==> config.mk <==
export PLATFORM = sky130hd
export DESIGN_NAME = lead_vehicle_gap_accel_limit_unit
export DESIGN_NICKNAME = d
export VERILOG_FILES = /design/src/sv/lvgal_pkg.sv /design/src/sv/lead_vehicle_gap_accel_limit_unit.sv
export SDC_FILE = /design/constraint.sdc
export NUM_CORES = 1
export LEC_CHECK = 0
export BUFFER_PORTS_ARGS = -buffer_cell sky130_fd_sc_hd__buf_2
export CAP_MARGIN = 15
export CORE_AREA = 3 3 310 159
export DETAILED_ROUTE_END_ITERATION = 12
export DIE_AREA = 0 0 313 162
export MAX_ROUTING_LAYER = met4
export PLACE_DENSITY_LB_ADDON = 0.08
export SLEW_MARGIN = 20
export SYNTH_ARGS = -nofsm -noshare
export SYNTH_HDL_FRONTEND = slang
export SYNTH_SLANG_ARGS = --single-unit
==> constraint.sdc <==
create_clock -name clk -period 9.67 [get_ports clk]
set_input_delay 1.934 -clock clk [delete_from_list [all_inputs] [get_ports clk]]
set_output_delay 1.934 -clock clk [all_outputs]
set_load 0.02 [all_outputs]
==> src/sv/lvgal_pkg.sv <==
// Shared constants for the lead vehicle gap acceleration limit unit.
// Field widths, register reset values and register index codes.
// No dependencies.
package lvgal_pkg;

	localparam int LANE_BITS_DEF = 3;

	localparam int POS_W   = 24;
	localparam int SPEED_W = 16;
	localparam int ACCEL_W = 16;
	localparam int TS_W    = 15;
	localparam int MA_W    = 15;
	localparam int DIST_W  = 16;
	localparam int TRACK_W = 24;
	localparam int NEXT_W  = POS_W + 1;
	localparam int GAP_W   = POS_W + 2;
	localparam int ROOM_W  = POS_W + 3;

	localparam int APB_DW  = 32;
	localparam int APB_AW  = 5;

	localparam logic [TS_W-1:0]    TARGET_SPEED_RST   = 15'd5632;
	localparam logic [MA_W-1:0]    MAX_ACCEL_RST      = 15'd2560;
	localparam logic [DIST_W-1:0]  GAP_BUFFER_RST     = 16'd1536;
	localparam logic [DIST_W-1:0]  VEHICLE_LENGTH_RST = 16'd256;
	localparam logic [TRACK_W-1:0] TRACK_LENGTH_RST   = 24'd1778176;

	localparam logic [2:0] REG_TARGET_SPEED   = 3'd0;
	localparam logic [2:0] REG_MAX_ACCEL      = 3'd1;
	localparam logic [2:0] REG_GAP_BUFFER     = 3'd2;
	localparam logic [2:0] REG_VEHICLE_LENGTH = 3'd3;
	localparam logic [2:0] REG_TRACK_LENGTH   = 3'd4;

endpackage

==> src/sv/lead_vehicle_gap_accel_limit_unit.sv <==
// Lead vehicle gap acceleration limit unit, top level.
// A last_car record passes the input register, s2, s3, output register.
// Throughput: one vehicle record per cycle unless a stalled last_car
// record holds input register s1, where the scan compares and updates.
// Reset: arst_n clears the valid and leader flags and loads reset values
// into the config and best gap registers. Depends on lvgal_pkg.
module lead_vehicle_gap_accel_limit_unit #(
	parameter int LANE_BITS = lvgal_pkg::LANE_BITS_DEF
) (
	input  logic                               clk,
	input  logic                               arst_n,
	input  logic                               psel,
	input  logic                               penable,
	input  logic                               pwrite,
	input  logic [lvgal_pkg::APB_AW-1:0]       paddr,
	input  logic [lvgal_pkg::APB_DW-1:0]       pwdata,
	output logic [lvgal_pkg::APB_DW-1:0]       prdata,
	output logic                               pready,
	input  logic                               in_valid,
	output logic                               in_ready,
	input  logic [LANE_BITS-1:0]               ego_lane,
	input  logic [lvgal_pkg::POS_W-1:0]        ego_pos,
	input  logic signed [lvgal_pkg::SPEED_W-1:0] ego_speed,
	input  logic signed [lvgal_pkg::ACCEL_W-1:0] ego_accel,
	input  logic                               is_ego_record,
	input  logic [LANE_BITS-1:0]               car_lane,
	input  logic [lvgal_pkg::POS_W-1:0]        car_pos_now,
	input  logic [lvgal_pkg::POS_W-1:0]        car_pos_next,
	input  logic                               last_car,
	output logic                               out_valid,
	input  logic                               out_ready,
	output logic signed [15:0]                 accel_limit,
	output logic                               leader_found
);
	import lvgal_pkg::*;

	logic [TS_W-1:0]    target_speed_q;
	logic [MA_W-1:0]    max_accel_q;
	logic [DIST_W-1:0]  gap_buffer_q;
	logic [DIST_W-1:0]  vehicle_length_q;
	logic [TRACK_W-1:0] track_length_q;

	logic               cfg_wr;
	logic [2:0]         cfg_idx;

	logic [POS_W-1:0]   best_gap_q;
	logic [NEXT_W-1:0]  leader_next_pos_q;
	logic               have_leader_q;

	logic                      valid_s1;
	logic [LANE_BITS-1:0]      ego_lane_s1;
	logic [POS_W-1:0]          ego_pos_s1;
	logic signed [SPEED_W-1:0] ego_speed_s1;
	logic signed [ACCEL_W-1:0] ego_accel_s1;
	logic                      is_ego_s1;
	logic [LANE_BITS-1:0]      car_lane_s1;
	logic [POS_W-1:0]          car_pos_now_s1;
	logic [POS_W-1:0]          car_pos_next_s1;
	logic                      last_s1;

	logic                      valid_s2;
	logic [NEXT_W-1:0]         lnp_s2;
	logic                      have_s2;
	logic [POS_W-1:0]          ego_pos_s2;
	logic signed [SPEED_W-1:0] ego_speed_s2;
	logic signed [ACCEL_W-1:0] ego_accel_s2;

	logic                      valid_s3;
	logic signed [ROOM_W-1:0]  base_s3;
	logic signed [17:0]        adv_s3;
	logic signed [17:0]        lim0_s3;
	logic                      have_s3;

	logic                      out_valid_q;
	logic signed [15:0]        accel_limit_q;
	logic                      leader_found_q;

	logic out_en, free_s3, free_s2, free_s1, leave_s1;

	logic                     lane_hit, fwd, bwd, half_ok, ahead, take;
	logic signed [GAP_W-1:0]  fwd_gap, wrap_gap, cand_gap;
	logic [NEXT_W-1:0]        cand_next, lnp_eff;
	logic                     have_eff;

	logic signed [ROOM_W-1:0] base_c;
	logic signed [16:0]       neg_a, half_a;
	logic signed [17:0]       speed_x, adv_c, ts_v, ma_x, lim0_c;

	logic signed [ROOM_W-1:0] room, lim0_w, neg_ma, capped, floored, lim_w;
	logic signed [15:0]       lim_sat;

	// configuration port
	assign pready  = 1'b1;
	assign cfg_wr  = psel && penable && pwrite;
	assign cfg_idx = paddr[APB_AW-1:2];

	always_ff @(posedge clk or negedge arst_n) begin
		if (!arst_n) begin
			target_speed_q   <= TARGET_SPEED_RST;
			max_accel_q      <= MAX_ACCEL_RST;
			gap_buffer_q     <= GAP_BUFFER_RST;
			vehicle_length_q <= VEHICLE_LENGTH_RST;
			track_length_q   <= TRACK_LENGTH_RST;
		end else if (cfg_wr) begin
			case (cfg_idx)
				REG_TARGET_SPEED:   target_speed_q   <= pwdata[TS_W-1:0];
				REG_MAX_ACCEL:      max_accel_q      <= pwdata[MA_W-1:0];
				REG_GAP_BUFFER:     gap_buffer_q     <= pwdata[DIST_W-1:0];
				REG_VEHICLE_LENGTH: vehicle_length_q <= pwdata[DIST_W-1:0];
				REG_TRACK_LENGTH:   track_length_q   <= pwdata[TRACK_W-1:0];
				default: ;
			endcase
		end
	end

	always_comb begin
		case (cfg_idx)
			REG_TARGET_SPEED:   prdata = {{(APB_DW-TS_W){1'b0}}, target_speed_q};
			REG_MAX_ACCEL:      prdata = {{(APB_DW-MA_W){1'b0}}, max_accel_q};
			REG_GAP_BUFFER:     prdata = {{(APB_DW-DIST_W){1'b0}}, gap_buffer_q};
			REG_VEHICLE_LENGTH: prdata = {{(APB_DW-DIST_W){1'b0}}, vehicle_length_q};
			REG_TRACK_LENGTH:   prdata = {{(APB_DW-TRACK_W){1'b0}}, track_length_q};
			default:            prdata = '0;
		endcase
	end

	// pipeline flow control
	assign out_en   = !out_valid_q || out_ready;
	assign free_s3  = !valid_s3 || out_en;
	assign free_s2  = !valid_s2 || free_s3;
	assign free_s1  = !valid_s1 || !last_s1 || free_s2;
	assign in_ready = free_s1;
	assign leave_s1 = valid_s1 && free_s1;

	always_ff @(posedge clk or negedge arst_n) begin
		if (!arst_n) begin
			valid_s1    <= 1'b0;
			valid_s2    <= 1'b0;
			valid_s3    <= 1'b0;
			out_valid_q <= 1'b0;
		end else begin
			if (free_s1) begin
				valid_s1 <= in_valid;
			end
			if (free_s2) begin
				valid_s2 <= valid_s1 && last_s1;
			end
			if (free_s3) begin
				valid_s3 <= valid_s2;
			end
			if (out_en) begin
				out_valid_q <= valid_s3;
			end
		end
	end

	// input register
	always_ff @(posedge clk) begin
		if (in_valid && in_ready) begin
			ego_lane_s1     <= ego_lane;
			ego_pos_s1      <= ego_pos;
			ego_speed_s1    <= ego_speed;
			ego_accel_s1    <= ego_accel;
			is_ego_s1       <= is_ego_record;
			car_lane_s1     <= car_lane;
			car_pos_now_s1  <= car_pos_now;
			car_pos_next_s1 <= car_pos_next;
			last_s1         <= last_car;
		end
	end

	// nearest leader scan
	always_comb begin
		lane_hit = !is_ego_s1 && (car_lane_s1 == ego_lane_s1);
		fwd      = car_pos_now_s1 > ego_pos_s1;
		bwd      = car_pos_now_s1 < ego_pos_s1;
		fwd_gap  = $signed({2'b00, car_pos_now_s1}) - $signed({2'b00, ego_pos_s1});
		wrap_gap = $signed({2'b00, car_pos_now_s1}) + $signed({2'b00, track_length_q})
			- $signed({2'b00, ego_pos_s1});
		half_ok  = $signed({wrap_gap[GAP_W-2:0], 1'b0}) < $signed({2'b00, track_length_q});
		ahead    = fwd || (bwd && half_ok);
		cand_gap = fwd ? fwd_gap : wrap_gap;
		take     = lane_hit && ahead && (cand_gap < $signed({2'b00, best_gap_q}));
		cand_next = bwd ? ({1'b0, car_pos_next_s1} + {1'b0, track_length_q})
			: {1'b0, car_pos_next_s1};
		lnp_eff  = take ? cand_next : leader_next_pos_q;
		have_eff = take || have_leader_q;
	end

	always_ff @(posedge clk or negedge arst_n) begin
		if (!arst_n) begin
			best_gap_q        <= TRACK_LENGTH_RST;
			leader_next_pos_q <= '0;
			have_leader_q     <= 1'b0;
		end else if (leave_s1) begin
			if (last_s1) begin
				best_gap_q        <= track_length_q;
				leader_next_pos_q <= '0;
				have_leader_q     <= 1'b0;
			end else if (take) begin
				best_gap_q        <= cand_gap[POS_W-1:0];
				leader_next_pos_q <= cand_next;
				have_leader_q     <= 1'b1;
			end
		end
	end

	always_ff @(posedge clk) begin
		if (free_s2 && valid_s1 && last_s1) begin
			lnp_s2       <= lnp_eff;
			have_s2      <= have_eff;
			ego_pos_s2   <= ego_pos_s1;
			ego_speed_s2 <= ego_speed_s1;
			ego_accel_s2 <= ego_accel_s1;
		end
	end

	// room terms and speed limit
	always_comb begin
		base_c  = $signed({2'b00, lnp_s2}) - $signed({3'b000, ego_pos_s2})
			- $signed({{(ROOM_W-DIST_W){1'b0}}, gap_buffer_q})
			- $signed({{(ROOM_W-DIST_W){1'b0}}, vehicle_length_q});
		neg_a   = -$signed({ego_accel_s2[ACCEL_W-1], ego_accel_s2});
		half_a  = neg_a >>> 1;
		speed_x = $signed({{2{ego_speed_s2[SPEED_W-1]}}, ego_speed_s2});
		adv_c   = $signed({half_a[16], half_a}) - speed_x;
		ts_v    = $signed({3'b000, target_speed_q}) - speed_x;
		ma_x    = $signed({3'b000, max_accel_q});
		lim0_c  = (ma_x < ts_v) ? ma_x : ts_v;
	end

	always_ff @(posedge clk) begin
		if (free_s3 && valid_s2) begin
			base_s3 <= base_c;
			adv_s3  <= adv_c;
			lim0_s3 <= lim0_c;
			have_s3 <= have_s2;
		end
	end

	// final limit and saturation
	always_comb begin
		room    = base_s3 + $signed({{(ROOM_W-18){adv_s3[17]}}, adv_s3});
		lim0_w  = $signed({{(ROOM_W-18){lim0_s3[17]}}, lim0_s3});
		neg_ma  = -$signed({{(ROOM_W-MA_W){1'b0}}, max_accel_q});
		capped  = (room < lim0_w) ? room : lim0_w;
		floored = (capped < neg_ma) ? neg_ma : capped;
		lim_w   = have_s3 ? floored : lim0_w;
		if (lim_w > $signed(ROOM_W'(32767))) begin
			lim_sat = 16'sd32767;
		end else if (lim_w < -$signed(ROOM_W'(32768))) begin
			lim_sat = -16'sd32768;
		end else begin
			lim_sat = lim_w[15:0];
		end
	end

	always_ff @(posedge clk) begin
		if (out_en && valid_s3) begin
			accel_limit_q  <= lim_sat;
			leader_found_q <= have_s3;
		end
	end

	assign out_valid    = out_valid_q;
	assign accel_limit  = accel_limit_q;
	assign leader_found = leader_found_q;

endmodule
# Yosys cells after proc, flatten, opt, wreduce, memory -nomap -nowiden
# Cells that the tools add are included.
# Widths: inputs -> output; s select.
# classes
multipliers,0
shifts,0
reduce_logical,34
n_eq_ne,5
add_sub_neg,12
magnitude_cmp,9
n_bitwise,0
n_div,0
n_mux,14
# ops
op,n
$pmux 24 s5,1
$mux 27,3
$mux 25,3
$lt 26x25->1,2
$sub 25x24->26,2
$add 24x24->25,2
$mux 24,2
$sub 16x16->17,2
$add 27x17->27,1
$gt 27x16->1 const B,1
$lt 27x16->1 const B,1
$lt 27x17->1,1
$lt 27x27->1,1
$neg 15->27,1
$sub 26x17->27,1
$sub 27x17->27,1
$mux 26,1
$sub 24x24->25,1
$gt 24x24->1,1
$lt 24x24->1,1
$lt 16x17->1,1
$neg 16->17,1
$mux 16,1
$mux 15,1
other kinds (11),41
# word_totals
latch_bits,0
mem_count,0
mem_bits_ro,0
wordCells,107
ram_bits,0
regBits,413

# Longest topological paths before layout
# depth
ltp_word,9
mapped_depth,42
depth_no_buf,37

# Worst setup path after synthesis
# Ideal clock, no wire load.
# synth_path
path_kind,reg-to-reg
from,register adv_s3[16] (netlist name)
to,"register accel_limit_q[14], in the netlist accel_limit[14], data pin"
period_less_slack_ns,8.137
t_arrival_ns,7.867
setup_ns,0.271
setup_slack_ns,1.533
required_time_ns,9.399
n_path_buf,7
path_stages_with_launch,41
path_cell_list,edfxtp_1 -> ha_1 -> clkbuf_1 -> o21a_1 -> o21ai_0 -> nor3b_1 -> a211oi_1 -> o31ai_1 -> a31o_2 -> a21oi_1 -> o21bai_1 -> o31ai_1 -> xnor2_1 -> ha_1 -> clkbuf_1 -> nand4_1 -> nor3_1 -> nand4_1 -> [5 not listed] -> nand2_1 -> nand2_1 -> ha_1 -> a21o_1 -> a21o_1 -> a21o_1 -> a21oi_1 -> nor2b_1 -> o211ai_1 -> o311ai_0 -> or3_1 -> and3_4 -> buf_6 -> buf_6 -> a311o_1 -> a41oi_4 -> buf_8 -> a21oi_1
# synth_between
elab_chain_len,8
# synth_lines
item,line,text
$add 27x17->27 (*),lead_vehicle_gap_accel_limit_unit.sv:243,"room = base_s3 + $signed({{(ROOM_W-18){adv_s3[17]}}, adv_s3});"
$lt 27x17->1,lead_vehicle_gap_accel_limit_unit.sv:246,capped = (room < lim0_w) ? room : lim0_w;
$mux 27 (*),lead_vehicle_gap_accel_limit_unit.sv:246,
$lt 27x27->1,lead_vehicle_gap_accel_limit_unit.sv:247,floored = (capped < neg_ma) ? neg_ma : capped;
$mux 27 (*),lead_vehicle_gap_accel_limit_unit.sv:247,
$mux 27 (*),lead_vehicle_gap_accel_limit_unit.sv:248,lim_w = have_s3 ? floored : lim0_w;
$lt 27x16->1,lead_vehicle_gap_accel_limit_unit.sv:251,end else if (lim_w < -$signed(ROOM_W'(32768))) begin
$mux 16,lead_vehicle_gap_accel_limit_unit.sv:251,
end signal: assignment,lead_vehicle_gap_accel_limit_unit.sv:260,accel_limit_q <= lim_sat;
end: declaration,lead_vehicle_gap_accel_limit_unit.sv:75,logic signed [15:0] accel_limit_q;
# Mark *: on every way between the ends. The rest lies on a longest branch, timed or not.
# A chain may end at the register's enable or synchronous reset.

# Worst setup path in the final report
# layout_path
from,register adv_s3[0]
to,"register accel_limit_q[14], in the netlist accel_limit[14], data pin"
# layout_between
elab_chain_len,8
# layout_lines
item,line,text
start: declaration,lead_vehicle_gap_accel_limit_unit.sv:70,logic signed [17:0] adv_s3;
start signal: assignment,lead_vehicle_gap_accel_limit_unit.sv:235,adv_s3 <= adv_c;
$add 27x17->27 (*),lead_vehicle_gap_accel_limit_unit.sv:243,
$lt 27x17->1,lead_vehicle_gap_accel_limit_unit.sv:246,
$mux 27 (*),lead_vehicle_gap_accel_limit_unit.sv:246,
$lt 27x27->1,lead_vehicle_gap_accel_limit_unit.sv:247,
$mux 27 (*),lead_vehicle_gap_accel_limit_unit.sv:247,
$mux 27 (*),lead_vehicle_gap_accel_limit_unit.sv:248,
$lt 27x16->1,lead_vehicle_gap_accel_limit_unit.sv:251,
$mux 16,lead_vehicle_gap_accel_limit_unit.sv:251,
# Marks and branches as above.

==> metrics.txt <==
P&R area growth vs syn=10.45%; Worst Setup Slack, final=0.6952 ns; drt wl/cell=20.16 um; clock tree from TritonCTS=done; global router's overall resource usage=0.3071; yosys warns=0; summed negative setup slack over all endpoints=0 ns; biggest cell delay along the critical path=0.49 ns; Final Setup Violations=0; post-cts hold buffer count=0; PwrDens=260.7 nW/um^2; Clk Latency, worst-skew pair=0.57 ns; nets@finish=3,560; depth of the worst register-to-register path=38; static leakage=14.23 nW; total number of vias=22,450; transition time at the pin with the least slew margin=1.032 ns; data arrival time of the worst path=9.28 ns; 1st-iter DRT viols=2,050; number of buffers added for setup after CTS=0; Boundary Pins=208; horizontal die dimension=313 um; starting utilization of the core area=0.6189; Clk Tree Root Cell=clkbuf_16; Die Y-Extent=162 um; first-pass iteration count of the detailed router=6; Most used DFF post-synth=edfxtp_1; Max stage delay cell, worst path=ha_1; post-cts resize count=0; final-report hold violation count=0; number of buffers created by CTS=40; count of pins over their slew limit=0; num rows=56; number of global-route vias before repair=21,480; global-route wire length before repair=118.8 mm; Routed Antenna Nets=0; type of destination of the critical path=flop; Hold Path Class=flop to flop; total of buffers placed on input and output ports=188; Fillers=3,690; number of antenna violations at the first check in global routing=3; layout cell share with drive strength beyond 1=0.1329; pin count of the biggest net entering global routing=114; total half-perimeter wirelength after legalization and detailed placement=58.89 mm; largest buffer count on any clock path=3; area enclosed by the die boundary=50,710 sq um; synth unique cells=85; commonest cells after routing, fill and taps aside=inv_1 (323), ha_1 (281), edfxtp_1 (273); number of stages on the worst hold path=0; placeable core region=46,660 sq um; Max rail drop VDD=209.0 uV; worst setup skew after layout=0.01890 ns; remaining max-slew budget at the tightest pin=0.3120; post-route DRC violation count=0; post-DR vias/cell=5.990; final standard cell utilization of the core=0.6835; Post-synth ARST share=0.3390; GP Congestion=0.9416; Setup Crit Path Kind=flop to flop; reported max-cap violation count=0; required arrival time at the worst endpoint=9.97 ns; post-synthesis average cell area=9.942 sq um; # clock sinks=413; number of synthesized flops with an enable pin=273; gr ovfl total=0; minimum clock period=8.975 ns; cell area after synthesis=28,880 sq um; portion of the clock cycle consumed by the worst path in the final layout=0.9281; clock transition at the register clock pins on the worst setup and hold paths after CTS=0.07 ns; part of the Yosys area used for sequential elements=0.4060; number of standard cells after synthesis=2,905; number of storage elements in the synthesis netlist=413; f_max=0.1114 GHz; Total Routed Length=75.56 mm; run status=finished clean; maximum fanout along the worst path=16; placement-stage worst setup slack=0.4594 ns; leading cell type in the layout, fill and taps excluded=inv_1; startpoint type of the worst setup path=flop; H-tree level count=2
[cell type report]
class | count | area, sq um | share of cell area
Timing Repair Buffer | 214 | 1171 | 0.03672
Clock buffer | 46 | 1045 | 0.03275
Antenna cell | 3 | 7.507 | 0.0002354
Clock inverter | 26 | 284.0 | 0.008904
Multi-Input combinational cell | 2084 | 15650 | 0.4906
Inverter | 324 | 1217 | 0.03817
Sequential cell | 413 | 11730 | 0.3676
Tap cell | 638 | 798.3 | 0.02503
[metrics by stage]
step	hold slack, ns	area (sq um)	cells	total power [mW]
after detailed placement	0.4045	30530	3673	6.619
after CTS	0.4149	31850	3745	8.286
after global placement	0.4023	30530	3673	6.519
after global routing	0.4206	31900	3748	8.949
after floorplan	0.4003	28910	2912	5.497
final	0.4064	31900	3748	8.314
[worst paths after layout]
check,start,endpoint,slack [ns]
worst max register to register,adv_s3[0],accel_limit[14],0.70
worst min-delay path,ego_speed_s1[8],ego_speed_s2[8],0.41
max in group asynchronous,arst_n,target_speed_q[13],7.12
worst min register to register,ego_speed_s1[8],ego_speed_s2[8],0.41
min in group asynchronous,arst_n,best_gap_q[23],1.34
worst max-delay path,adv_s3[0],accel_limit[14],0.70
[sequential cells by signal, indices dropped and copies added (netlist names), 17 cells and up]
register and count:
lim0_s3 17, leader_next_pos_q 25, ego_pos_s1 24, best_gap_q 24, car_pos_next_s1 24, car_pos_now_s1 24, base_s3 27, adv_s3 17
track_length_q 24, ego_pos_s2 24, lnp_s2 25
[logic make-up after synthesis]
logic type                 share of synthesized area
xor gates and xnor gates                     0.05004
buffers and inverters                        0.05654
DFF                                           0.4060
muxes                                        0.04077
other                                      0.0002600
AOI/OAI and AO/OA                             0.1693
adders and majority gates                     0.1543
and+or+nand+nor                               0.1228
[power breakdown]
group / switching, mW / leakage (nW) / internal (mW)
clock network: 0.723 / 0.634 / 0.918
registers: 0.231 / 4.29 / 2.28
logic: 2.48 / 9.31 / 1.68
total: 3.44 / 14.2 / 4.88
[worst max-delay path: cells and delay by family, from the launching register on]
| kind | cells | cell delay, ns |
|---|---|---|
| AND/OR/NAND/NOR | 13 | 2.72 |
| buffers and inverters | 5 | 0.67 |
| XOR/XNOR | 1 | 0.20 |
| adder cells (fa/ha/maj) | 4 | 1.39 |
| AO/OA/AOI/OAI | 15 | 3.37 |
| flip-flops | 1 | 0.36 |
[synth_stat cells, drive strengths merged (10+ instances only)]
library cell    n  share of area
inv           324          0.042
ha            281           0.12
edfxtp        273           0.28
nand2         258          0.034
o21ai         185          0.032
a21oi         163          0.030
nor2          132          0.017
dfrtp         120           0.10
xnor2         109          0.033
a21o           85          0.022
nand3          78          0.014
clkbuf         73         0.0095
nor3           62          0.011
mux2i          58          0.020
xor2           56          0.017
mux2           53          0.021
fa             46          0.032
nand2b         40         0.0087
o22ai          30         0.0065
o21a           29         0.0075
nand4          28         0.0061
nor2b          27         0.0058
o311ai         26         0.0079
nor4           23         0.0055
o31ai          23         0.0060
o211ai         22         0.0057
or3            22         0.0048
dfstp          20          0.018
o21bai         19         0.0049
a2bb2oi        18         0.0055
buf            18         0.0049
a211oi         17         0.0044
a221o          16         0.0055
a31oi          16         0.0035
or2            15         0.0032
a21boi         13         0.0034
a311oi         13         0.0042
and2           11         0.0024
and3           11         0.0026
o41ai          10         0.0037
[metal layers]
layer  GRT usage  vias to the layer above  routed length [um]
met1      0.4332                    10780               34700
met5           -                        -                   0
met2      0.4752                      698               34210
li1            -                    10850                   -
met3     0.04246                      117                4997
met4     0.07185                        0                1644
Note: power is estimated with default switching activity, not from simulation.
